==> src/hdl/cts_pkg.sv <==
// Shared types, constants and conversion helpers for calibrated_temperature_stats.
// No dependencies; every other file imports this package.
package cts_pkg;

  localparam int SAMPLE_BITS_DEF = 16;
  localparam int COUNT_BITS_DEF  = 32;
  localparam int SUM_BITS        = 48;
  localparam int RAW_BITS        = 16;
  localparam int SLOPE_BITS      = 32;
  localparam int TEMP_BITS       = 24;
  localparam int TOTAL_BITS      = 32;
  localparam int DIFF_BITS       = RAW_BITS + 1;
  localparam int PROD_BITS       = DIFF_BITS + SLOPE_BITS + 1;
  localparam int FRAC_SHIFT      = 16;
  localparam int QUEUE_DEPTH     = 2;

  localparam int OFFSET_30C = 30 * 256;
  localparam int ROUND_HALF = 32768;
  localparam int T_MIN      = -8388608;
  localparam int T_MAX      = 8388607;

  localparam logic REG_CAL_LOW = 1'b0;
  localparam logic REG_SLOPE   = 1'b1;

  typedef struct packed {
    logic busy;
    logic done;
  } div_stat_t;

  typedef struct packed {
    logic signed [TEMP_BITS-1:0] cur;
    logic signed [TEMP_BITS-1:0] peak;
    logic signed [TEMP_BITS-1:0] avg;
    logic [TOTAL_BITS-1:0]       total;
  } res_t;

  function automatic logic signed [DIFF_BITS-1:0] cts_diff(input logic [RAW_BITS-1:0] raw,
                                                           input logic [RAW_BITS-1:0] cal);
    return $signed({1'b0, raw}) - $signed({1'b0, cal});
  endfunction

  // Q.24 product to Q.8 with round half up, plus 30 degC, saturated.
  function automatic logic signed [TEMP_BITS-1:0] cts_round_sat(
      input logic signed [PROD_BITS-1:0] p);
    logic signed [PROD_BITS-1:0]            r;
    logic signed [PROD_BITS-FRAC_SHIFT-1:0] t;
    logic signed [PROD_BITS-FRAC_SHIFT:0]   s;
    r = p + PROD_BITS'(ROUND_HALF);
    t = r[PROD_BITS-1:FRAC_SHIFT];
    s = {t[PROD_BITS-FRAC_SHIFT-1], t} + (PROD_BITS-FRAC_SHIFT+1)'(OFFSET_30C);
    if (s < (PROD_BITS-FRAC_SHIFT+1)'(T_MIN)) begin
      return TEMP_BITS'(T_MIN);
    end else if (s > (PROD_BITS-FRAC_SHIFT+1)'(T_MAX)) begin
      return TEMP_BITS'(T_MAX);
    end
    return TEMP_BITS'(s);
  endfunction

endpackage

==> src/hdl/calibrated_temperature_stats.sv <==
// Top level: configuration registers, input queue, back end sequencer and divider.
// Depends on cts_pkg, cts_front, cts_div and cts_back.
//
//   channel  signals                                 dir
//   in       in_valid/in_ready, raw_sample           sink
//   out      out_valid/out_ready, current_temp,      source
//            peak_temp, average_temp, sample_total
//   cfg      cfg_wr_en, cfg_index, cfg_data          sink, write only
//
// The back end takes one beat at a time; each waits on the 48-step restoring divider for the average.
// Synchronous active-high reset clears config, statistics and queue; no clearing pass.
// A two-entry input queue keeps taking beats while the back end works.
// A result beat holds in the output register until taken; the back end waits on it.
module calibrated_temperature_stats #(
  parameter int SAMPLE_BITS = cts_pkg::SAMPLE_BITS_DEF,
  parameter int COUNT_BITS  = cts_pkg::COUNT_BITS_DEF
) (
  input  logic                                clk,
  input  logic                                rst,
  input  logic                                in_valid,
  output logic                                in_ready,
  input  logic [cts_pkg::RAW_BITS-1:0]        raw_sample,
  output logic                                out_valid,
  input  logic                                out_ready,
  output logic signed [cts_pkg::TEMP_BITS-1:0] current_temp,
  output logic signed [cts_pkg::TEMP_BITS-1:0] peak_temp,
  output logic signed [cts_pkg::TEMP_BITS-1:0] average_temp,
  output logic [cts_pkg::TOTAL_BITS-1:0]      sample_total,
  input  logic                                cfg_wr_en,
  input  logic                                cfg_index,
  input  logic [cts_pkg::SLOPE_BITS-1:0]      cfg_data
);
  import cts_pkg::*;

  logic [RAW_BITS-1:0]    cal_low_raw;
  logic [SLOPE_BITS-1:0]  slope_q24;
  logic                   q_valid;
  logic [SAMPLE_BITS-1:0] q_data;
  logic                   q_pop;
  logic                   div_start;
  logic [SUM_BITS-1:0]    div_dividend;
  logic [COUNT_BITS-1:0]  div_divisor;
  div_stat_t              div_stat;
  logic [SUM_BITS-1:0]    div_quotient;
  res_t                   res;

  always_ff @(posedge clk) begin
    if (rst) begin
      cal_low_raw <= '0;
      slope_q24   <= '0;
    end else if (cfg_wr_en) begin
      unique case (cfg_index)
        REG_CAL_LOW: cal_low_raw <= cfg_data[RAW_BITS-1:0];
        REG_SLOPE:   slope_q24   <= cfg_data;
      endcase
    end
  end

  cts_front #(
    .SAMPLE_BITS(SAMPLE_BITS)
  ) u_front (
    .clk       (clk),
    .rst       (rst),
    .in_valid  (in_valid),
    .in_ready  (in_ready),
    .raw_sample(raw_sample),
    .q_valid   (q_valid),
    .q_data    (q_data),
    .q_pop     (q_pop)
  );

  cts_div #(
    .COUNT_BITS(COUNT_BITS)
  ) u_div (
    .clk     (clk),
    .rst     (rst),
    .start   (div_start),
    .dividend(div_dividend),
    .divisor (div_divisor),
    .stat    (div_stat),
    .quotient(div_quotient)
  );

  cts_back #(
    .SAMPLE_BITS(SAMPLE_BITS),
    .COUNT_BITS (COUNT_BITS)
  ) u_back (
    .clk         (clk),
    .rst         (rst),
    .q_valid     (q_valid),
    .q_data      (q_data),
    .q_pop       (q_pop),
    .cal_low_raw (cal_low_raw),
    .slope_q24   (slope_q24),
    .div_start   (div_start),
    .div_dividend(div_dividend),
    .div_divisor (div_divisor),
    .div_stat    (div_stat),
    .div_quotient(div_quotient),
    .out_valid   (out_valid),
    .out_ready   (out_ready),
    .res         (res)
  );

  assign current_temp = res.cur;
  assign peak_temp    = res.peak;
  assign average_temp = res.avg;
  assign sample_total = res.total;

`ifndef SYNTHESIS
  a_total_nonzero: assert property (@(posedge clk) disable iff (rst)
    out_valid |-> sample_total != '0)
    else $error("result beat with zero sample total");

  a_peak_ge_cur: assert property (@(posedge clk) disable iff (rst)
    out_valid |-> $signed(peak_temp) >= $signed(current_temp))
    else $error("peak below current temperature");

  a_div_done: assert property (@(posedge clk) disable iff (rst)
    div_stat.done |-> $past(div_stat.busy) && !div_stat.busy)
    else $error("divider done without a running division");

  a_pop_idle_div: assert property (@(posedge clk) disable iff (rst)
    q_pop |-> !div_stat.busy)
    else $error("queue pop while division in progress");
`endif

endmodule

==> src/hdl/cts_front.sv <==
// Input side: takes sample beats, keeps the low sample bits, queues them for the back end.
// Depends on cts_pkg.
module cts_front #(
  parameter int SAMPLE_BITS = cts_pkg::SAMPLE_BITS_DEF
) (
  input  logic                         clk,
  input  logic                         rst,
  input  logic                         in_valid,
  output logic                         in_ready,
  input  logic [cts_pkg::RAW_BITS-1:0] raw_sample,
  output logic                         q_valid,
  output logic [SAMPLE_BITS-1:0]       q_data,
  input  logic                         q_pop
);
  import cts_pkg::*;

  localparam int PTR_W  = (QUEUE_DEPTH > 1) ? $clog2(QUEUE_DEPTH) : 1;
  localparam int FILL_W = $clog2(QUEUE_DEPTH + 1);

  logic [SAMPLE_BITS-1:0] entries [QUEUE_DEPTH];
  logic [PTR_W-1:0]       wr_ptr;
  logic [PTR_W-1:0]       rd_ptr;
  logic [FILL_W-1:0]      fill;
  logic                   push;

  assign in_ready = (fill != FILL_W'(QUEUE_DEPTH));
  assign push     = in_valid && in_ready;
  assign q_valid  = (fill != '0);
  assign q_data   = entries[rd_ptr];

  always_ff @(posedge clk) begin
    if (push) begin
      entries[wr_ptr] <= raw_sample[SAMPLE_BITS-1:0];
    end
  end

  always_ff @(posedge clk) begin
    if (rst) begin
      wr_ptr <= '0;
      rd_ptr <= '0;
      fill   <= '0;
    end else begin
      if (push) begin
        wr_ptr <= (wr_ptr == PTR_W'(QUEUE_DEPTH - 1)) ? '0 : wr_ptr + 1'b1;
      end
      if (q_pop) begin
        rd_ptr <= (rd_ptr == PTR_W'(QUEUE_DEPTH - 1)) ? '0 : rd_ptr + 1'b1;
      end
      if (push && !q_pop) begin
        fill <= fill + 1'b1;
      end else if (!push && q_pop) begin
        fill <= fill - 1'b1;
      end
    end
  end

endmodule

==> src/hdl/cts_div.sv <==
// Restoring divider, one quotient bit per cycle: running sum over sample count.
// Depends on cts_pkg.
module cts_div #(
  parameter int COUNT_BITS = cts_pkg::COUNT_BITS_DEF
) (
  input  logic                         clk,
  input  logic                         rst,
  input  logic                         start,
  input  logic [cts_pkg::SUM_BITS-1:0] dividend,
  input  logic [COUNT_BITS-1:0]        divisor,
  output cts_pkg::div_stat_t           stat,
  output logic [cts_pkg::SUM_BITS-1:0] quotient
);
  import cts_pkg::*;

  localparam int STEP_W = $clog2(SUM_BITS);

  logic [SUM_BITS-1:0]   quo;
  logic [COUNT_BITS-1:0] rem;
  logic [COUNT_BITS:0]   shifted;
  logic                  ge;
  logic [COUNT_BITS-1:0] rem_next;
  logic [STEP_W-1:0]     step;
  logic                  busy;
  logic                  done;

  assign shifted  = {rem, quo[SUM_BITS-1]};
  assign ge       = (shifted >= {1'b0, divisor});
  assign rem_next = ge ? COUNT_BITS'(shifted - {1'b0, divisor}) : shifted[COUNT_BITS-1:0];

  assign quotient  = quo;
  assign stat.busy = busy;
  assign stat.done = done;

  always_ff @(posedge clk) begin
    if (start) begin
      quo <= dividend;
      rem <= '0;
    end else if (busy) begin
      quo <= {quo[SUM_BITS-2:0], ge};
      rem <= rem_next;
    end
  end

  always_ff @(posedge clk) begin
    if (rst) begin
      busy <= 1'b0;
      done <= 1'b0;
      step <= '0;
    end else begin
      done <= 1'b0;
      if (start) begin
        busy <= 1'b1;
        step <= '0;
      end else if (busy) begin
        step <= step + 1'b1;
        if (step == STEP_W'(SUM_BITS - 1)) begin
          busy <= 1'b0;
          done <= 1'b1;
        end
      end
    end
  end

endmodule

==> src/hdl/cts_back.sv <==
// Back end sequencer: accumulates, converts through one shared multiplier, tracks peak,
// drives the divider and holds the result beat. Depends on cts_pkg.
module cts_back #(
  parameter int SAMPLE_BITS = cts_pkg::SAMPLE_BITS_DEF,
  parameter int COUNT_BITS  = cts_pkg::COUNT_BITS_DEF
) (
  input  logic                           clk,
  input  logic                           rst,
  input  logic                           q_valid,
  input  logic [SAMPLE_BITS-1:0]         q_data,
  output logic                           q_pop,
  input  logic [cts_pkg::RAW_BITS-1:0]   cal_low_raw,
  input  logic [cts_pkg::SLOPE_BITS-1:0] slope_q24,
  output logic                           div_start,
  output logic [cts_pkg::SUM_BITS-1:0]   div_dividend,
  output logic [COUNT_BITS-1:0]          div_divisor,
  input  cts_pkg::div_stat_t             div_stat,
  input  logic [cts_pkg::SUM_BITS-1:0]   div_quotient,
  output logic                           out_valid,
  input  logic                           out_ready,
  output cts_pkg::res_t                  res
);
  import cts_pkg::*;

  typedef enum logic [5:0] {
    S_IDLE     = 6'b000001,
    S_MUL_CUR  = 6'b000010,
    S_CONV_CUR = 6'b000100,
    S_DIV      = 6'b001000,
    S_MUL_AVG  = 6'b010000,
    S_CONV_AVG = 6'b100000
  } state_t;

  state_t                      state;
  logic [SUM_BITS-1:0]         raw_sum;
  logic [COUNT_BITS-1:0]       sample_count;
  logic signed [TEMP_BITS-1:0] peak_value;
  logic signed [TEMP_BITS-1:0] cur;
  logic [SAMPLE_BITS-1:0]      raw_q;
  logic [SAMPLE_BITS-1:0]      mean;
  logic signed [PROD_BITS-1:0] prod;

  logic [SUM_BITS:0]           sum_add;
  logic                        acc_ok;
  logic [SAMPLE_BITS-1:0]      mul_raw;
  logic signed [DIFF_BITS-1:0] mul_d;
  logic signed [SLOPE_BITS:0]  mul_s;
  logic signed [PROD_BITS-1:0] prod_comb;
  logic signed [TEMP_BITS-1:0] conv;
  logic [SUM_BITS-1:0]         count_ext;
  logic                        load;

  assign q_pop   = (state == S_IDLE) && q_valid;
  assign sum_add = {1'b0, raw_sum} + (SUM_BITS + 1)'(q_data);
  assign acc_ok  = (sample_count != '1) && !sum_add[SUM_BITS];

  assign mul_raw   = (state == S_MUL_AVG) ? mean : raw_q;
  assign mul_d     = cts_diff(RAW_BITS'(mul_raw), cal_low_raw);
  assign mul_s     = $signed({1'b0, slope_q24});
  assign prod_comb = mul_d * mul_s;
  assign conv      = cts_round_sat(prod);

  assign div_start    = (state == S_CONV_CUR);
  assign div_dividend = raw_sum;
  assign div_divisor  = sample_count;

  assign count_ext = SUM_BITS'(sample_count);
  assign load      = (state == S_CONV_AVG) && (!out_valid || out_ready);

  always_ff @(posedge clk) begin
    if (q_pop) begin
      raw_q <= q_data;
    end
    if (state == S_MUL_CUR || state == S_MUL_AVG) begin
      prod <= prod_comb;
    end
    if (state == S_CONV_CUR) begin
      cur <= conv;
    end
    if (state == S_DIV && div_stat.done) begin
      mean <= (sample_count == '0) ? '0 : div_quotient[SAMPLE_BITS-1:0];
    end
    if (load) begin
      res.cur   <= cur;
      res.peak  <= peak_value;
      res.avg   <= conv;
      res.total <= (count_ext > SUM_BITS'({TOTAL_BITS{1'b1}})) ? '1 : count_ext[TOTAL_BITS-1:0];
    end
  end

  always_ff @(posedge clk) begin
    if (rst) begin
      state        <= S_IDLE;
      raw_sum      <= '0;
      sample_count <= '0;
      peak_value   <= TEMP_BITS'(T_MIN);
      out_valid    <= 1'b0;
    end else begin
      if (load) begin
        out_valid <= 1'b1;
      end else if (out_ready) begin
        out_valid <= 1'b0;
      end
      unique case (state)
        S_IDLE: begin
          if (q_valid) begin
            if (acc_ok) begin
              raw_sum      <= sum_add[SUM_BITS-1:0];
              sample_count <= sample_count + 1'b1;
            end
            state <= S_MUL_CUR;
          end
        end
        S_MUL_CUR: begin
          state <= S_CONV_CUR;
        end
        S_CONV_CUR: begin
          if (conv > peak_value) begin
            peak_value <= conv;
          end
          state <= S_DIV;
        end
        S_DIV: begin
          if (div_stat.done) begin
            state <= S_MUL_AVG;
          end
        end
        S_MUL_AVG: begin
          state <= S_CONV_AVG;
        end
        S_CONV_AVG: begin
          if (load) begin
            state <= S_IDLE;
          end
        end
        default: begin
          state <= S_IDLE;
        end
      endcase
    end
  end

endmodule
==> config.mk <==
export PLATFORM = sky130hd
export DESIGN_NAME = calibrated_temperature_stats
export DESIGN_NICKNAME = d
export VERILOG_FILES = /design/src/hdl/cts_pkg.sv /design/src/hdl/calibrated_temperature_stats.sv /design/src/hdl/cts_front.sv /design/src/hdl/cts_div.sv /design/src/hdl/cts_back.sv
export SDC_FILE = /design/constraint.sdc
export NUM_CORES = 2
export LEC_CHECK = 0
export BUFFER_PORTS_ARGS = -buffer_cell sky130_fd_sc_hd__clkbuf_2
export CAP_MARGIN = 20
export CELL_PAD_IN_SITES_DETAIL_PLACEMENT = 1
export CELL_PAD_IN_SITES_GLOBAL_PLACEMENT = 2
export CORE_ASPECT_RATIO = 1.1
export CORE_MARGIN = 1
export CORE_UTILIZATION = 40
export CTS_BUF_LIST = sky130_fd_sc_hd__clkbuf_2
export CTS_CLUSTER_DIAMETER = 120
export DETAILED_ROUTE_END_ITERATION = 7
export GPL_ROUTABILITY_DRIVEN = 0
export PLACE_DENSITY_LB_ADDON = 0.1
export SYNTH_ARGS = -nofsm -noshare
export SYNTH_HDL_FRONTEND = slang
export SYNTH_SLANG_ARGS = --single-unit
==> constraint.sdc <==
create_clock -name clk -period 13.98 [get_ports clk]
set_clock_uncertainty 0.15 [all_clocks]
set_input_delay 2.796 -clock clk [delete_from_list [all_inputs] [get_ports clk]]
set_output_delay 2.796 -clock clk [all_outputs]
set_load 0.03 [all_outputs]
==> summary.txt <==
Route
  • DRT Pass-1 Iters: 6
  • Detailed-route wire length: around 110 mm
  • Drt first-iter violations: about 1200
  • Post-route ant nets: 0
  • Drt via density: 5.09
  • Via count: around 30000
  • Post-DR wirelength/cell: around 20 um
  • Post-route DRC: 0

CTS
  • Htree depth: 4
  • CTS resizes: 0
  • CTS root buffer: clkbuf_2
  • Clk buf depth: 3
  • Cts hold-fix bufs: 0
  • Num CTS Buffers: ~130
  • Post-CTS Setup Repair Bufs: 0
  • CTS tree: yes
  • Clk sinks: ~480
  • Clk_lat worst skew: between 1 and 1.5 ns
  • Clk pin slew, worst setup/hold paths: roughly 0.11 ns

STA
  • Slew Viols, Final: 0
  • RSZ-0062 raised after global routing: no
  • FMAX: between 70 and 80 MHz
  • Period Utilization, post-route: 0.901
  • Worst Tran Pin Value: 1.10 ns
  • Slew headroom: 0.260
  • Tmin final: 12.60 ns
  • Setup_tns: 0 ns
  • # setup viols final: 0
  • Final hold viol count: 0

Setup path
  • Crit. End Element: flop
  • Slowest-stage cell, CP: or4b_2
  • Crit Path Class: flop to flop
  • Crit path DAT: about 14 ns
  • CP delay by family, top: compound AO/OA/AOI/OAI gates
  • CP Launch Point: u_back.state[2]
  • Largest stage delay, worst path: just over 0.9 ns
  • Crit Reg-Reg Startpoint: u_back.state[2]
  • Crit path required time: approximately 15 ns
  • Startpoint Class: flop
  • CP dominant cell by count: fa_1
  • Buffer and inverter count on the worst path: 5
  • Max FO, Critical Path: 17

Synth
  • Post-Syn Nets: 5000
  • Xor/xnor share of the synthesized area: 0.0410
  • Syn avg cell area: about 9.4 sq um
  • Synth Flop Type: edfxtp_1
  • Mapped Cells: about 4200
  • Cell variety after synth: about 80
  • Sequential area share after synthesis: 0.308
  • Synth Area in Adders: 0.303
  • Largest family of logic cells by synthesized area: adder cells
  • Post-synthesis mux area share: 0.0184
  • Post-synthesis compound-gate area fraction: 0.0753
  • EDFF count, synth: 275
  • Register bit total from synthesis: around 480
  • Async SR Flop Fraction: 0
  • Post-synthesis simple-gate area fraction: 0.171
  • Synth Cell Area: approximately 40000 sq um
  • Synth warn: 0

GRT
  • Global Route met1 Usage: 0.301
  • Met2 Use GR: 0.404
  • Met3 GRT Util: 0.0325
  • Antenna violations before repair: 4
  • Vias in the first global route: ~32000
  • Grt ovf: 0
  • First-pass GRT wire length: 182 mm
  • GRT Overall Usage: 0.231
  • Largest net degree at the start of global routing: 67
  • GRT busiest layer: met2

Layout
  • Multi-input logic area: around 25000 sq um
  • P&R area growth vs syn: 9.01%
  • Nets: 5161
  • FF/Latch Area: ~12000 sq um
  • Fillcell total: about 12000
  • Commonest non-fill, non-tap cell in the layout: nand2_1
  • Non-filler cells, final: a little under 6000
  • Most frequent cells in the layout: nand2_1, inv_1, fa_1, clkbuf_2, edfxtp_1
  • Layout cells sized above 1: 0.120

Floorplanning
  • Chip Height: about 330 um
  • Core footprint: a little under 100000 sq um
  • I/O Pins: 160
  • Initial Util: 0.404
  • Die X: slightly above 300 um
  • Cell row count: around 120
  • Area of the die: ~100000 sq um

Hold path
  • Hold path startpoint: u_back.cur[20]
  • HP Class: flop to flop

Outcome
  • Outcome: complete, no violations

Run
  • Max Cap Viol: 0

Placed design
  • Post-DP HPWL: approximately 86 mm
  • IO Port Bufs: approximately 160
  • Dpl cells: 5561

Power and ir drop
  • Pwr per Cell Area: 260 nW/um^2
  • Cell leakage power: slightly above 20 nW
  • Max VDD drop: between 0.2 and 0.3 mV
-- per-layer routing --
layer | vias to the layer above | share of wire
met5 | - | 0
met4 | 0 | 0.017
met3 | 123 | 0.029
met2 | 407 | 0.49
met1 | 15000 | 0.46
li1 | 14000 | -
-- stage by stage --
step | cell area [sq um] | setup slack (ns) | util | total power (W) | hold WS [ns]
floorplan | 40100 | 2.77 | - | 0.00790 | 0.250
global placement | 42400 | 1.58 | 0.427 | 0.0103 | 0.251
detailed placement | 42400 | 1.37 | 0.427 | 0.0104 | 0.255
CTS | 43700 | 1.22 | 0.440 | 0.0116 | 0.258
global route | 43700 | 0.473 | 0.441 | 0.0127 | 0.276
finish | 43700 | 1.38 | 0.441 | 0.0114 | 0.264
-- cell families after synthesis --
group                    count (synthesis)
adder cells (fa/ha/maj)                701
AO/OA/AOI/OAI                          470
buffers and inverters                  876
flip-flops                             479
AND/OR/NAND/NOR                       1462
XOR/XNOR                               187
multiplexers                            70
-- cells in the mapped netlist, types with 115 or more instances --
| cell | count | area, sq um |
|---|---|---|
| nand2_1 | 691 | 2590 |
| clkbuf_1 | 176 | 661 |
| and2_1 | 159 | 995 |
| nor2_1 | 202 | 758 |
| ha_1 | 250 | 3130 |
| o21ai_0 | 115 | 576 |
| fa_1 | 451 | 9030 |
| edfxtp_1 | 275 | 8260 |
| inv_1 | 678 | 2540 |
| a21oi_1 | 154 | 771 |
| dfxtp_1 | 204 | 4080 |
| xnor2_1 | 119 | 1040 |
-- worst reg2reg max path: cells and delay by family (launching register included) --
kind	cells	cell delay, ns
compound gates	18	4.67
fa+ha+maj	9	4.01
simple gates	5	1.73
buf+inv	5	0.57
xor+xnor	2	0.51
flops	1	0.36
mux	1	0.31
-- final cells by class --
| class | instances | area share |
|---|---|---|
| Multi-Input combinational cell | 2890 | 0.562 |
| Timing Repair Buffer | 224 | 0.0300 |
| Antenna cell | 4 | 0.000229 |
| Inverter | 678 | 0.0583 |
| Clock inverter | 39 | 0.00693 |
| Sequential cell | 479 | 0.282 |
| Tap cell | 1291 | 0.0370 |
| Clock buffer | 203 | 0.0232 |
-- registers in the layout, summed over array words and instances (netlist names), 2 cells and up, named ones only --
name,count
u_back.div_divisor,32
u_back.cur,24
u_back.raw_q,16
u_div.rem,32
u_back.peak_value,24
u_back.state,6
u_back.prod,35
u_front.fill,2
cal_low_raw,16
u_back.div_dividend,48
u_div.quotient,48
u_front.entries,32
u_div.step,6
u_back.res,104
u_back.mean,16
slope_q24,32
-- power by group --
group / switching, W / internal (W) / total, W
Combinational: 0.00504 / 0.00316 / 0.00820
Clock: 0.000648 / 0.000468 / 0.00112
Sequential: 0.000149 / 0.00191 / 0.00206
Total: 0.00584 / 0.00553 / 0.0114
-- final timing paths --
kind,endpoint,slack (ns),cells past startpoint
worst max-delay path,u_back.prod[49],1.38,40
worst min-delay path,u_back.res[100],0.26,0
worst max register to register,u_back.prod[49],1.38,40
worst min register to register,u_back.res[100],0.26,0
Note: power is estimated with default switching activity, not from simulation.
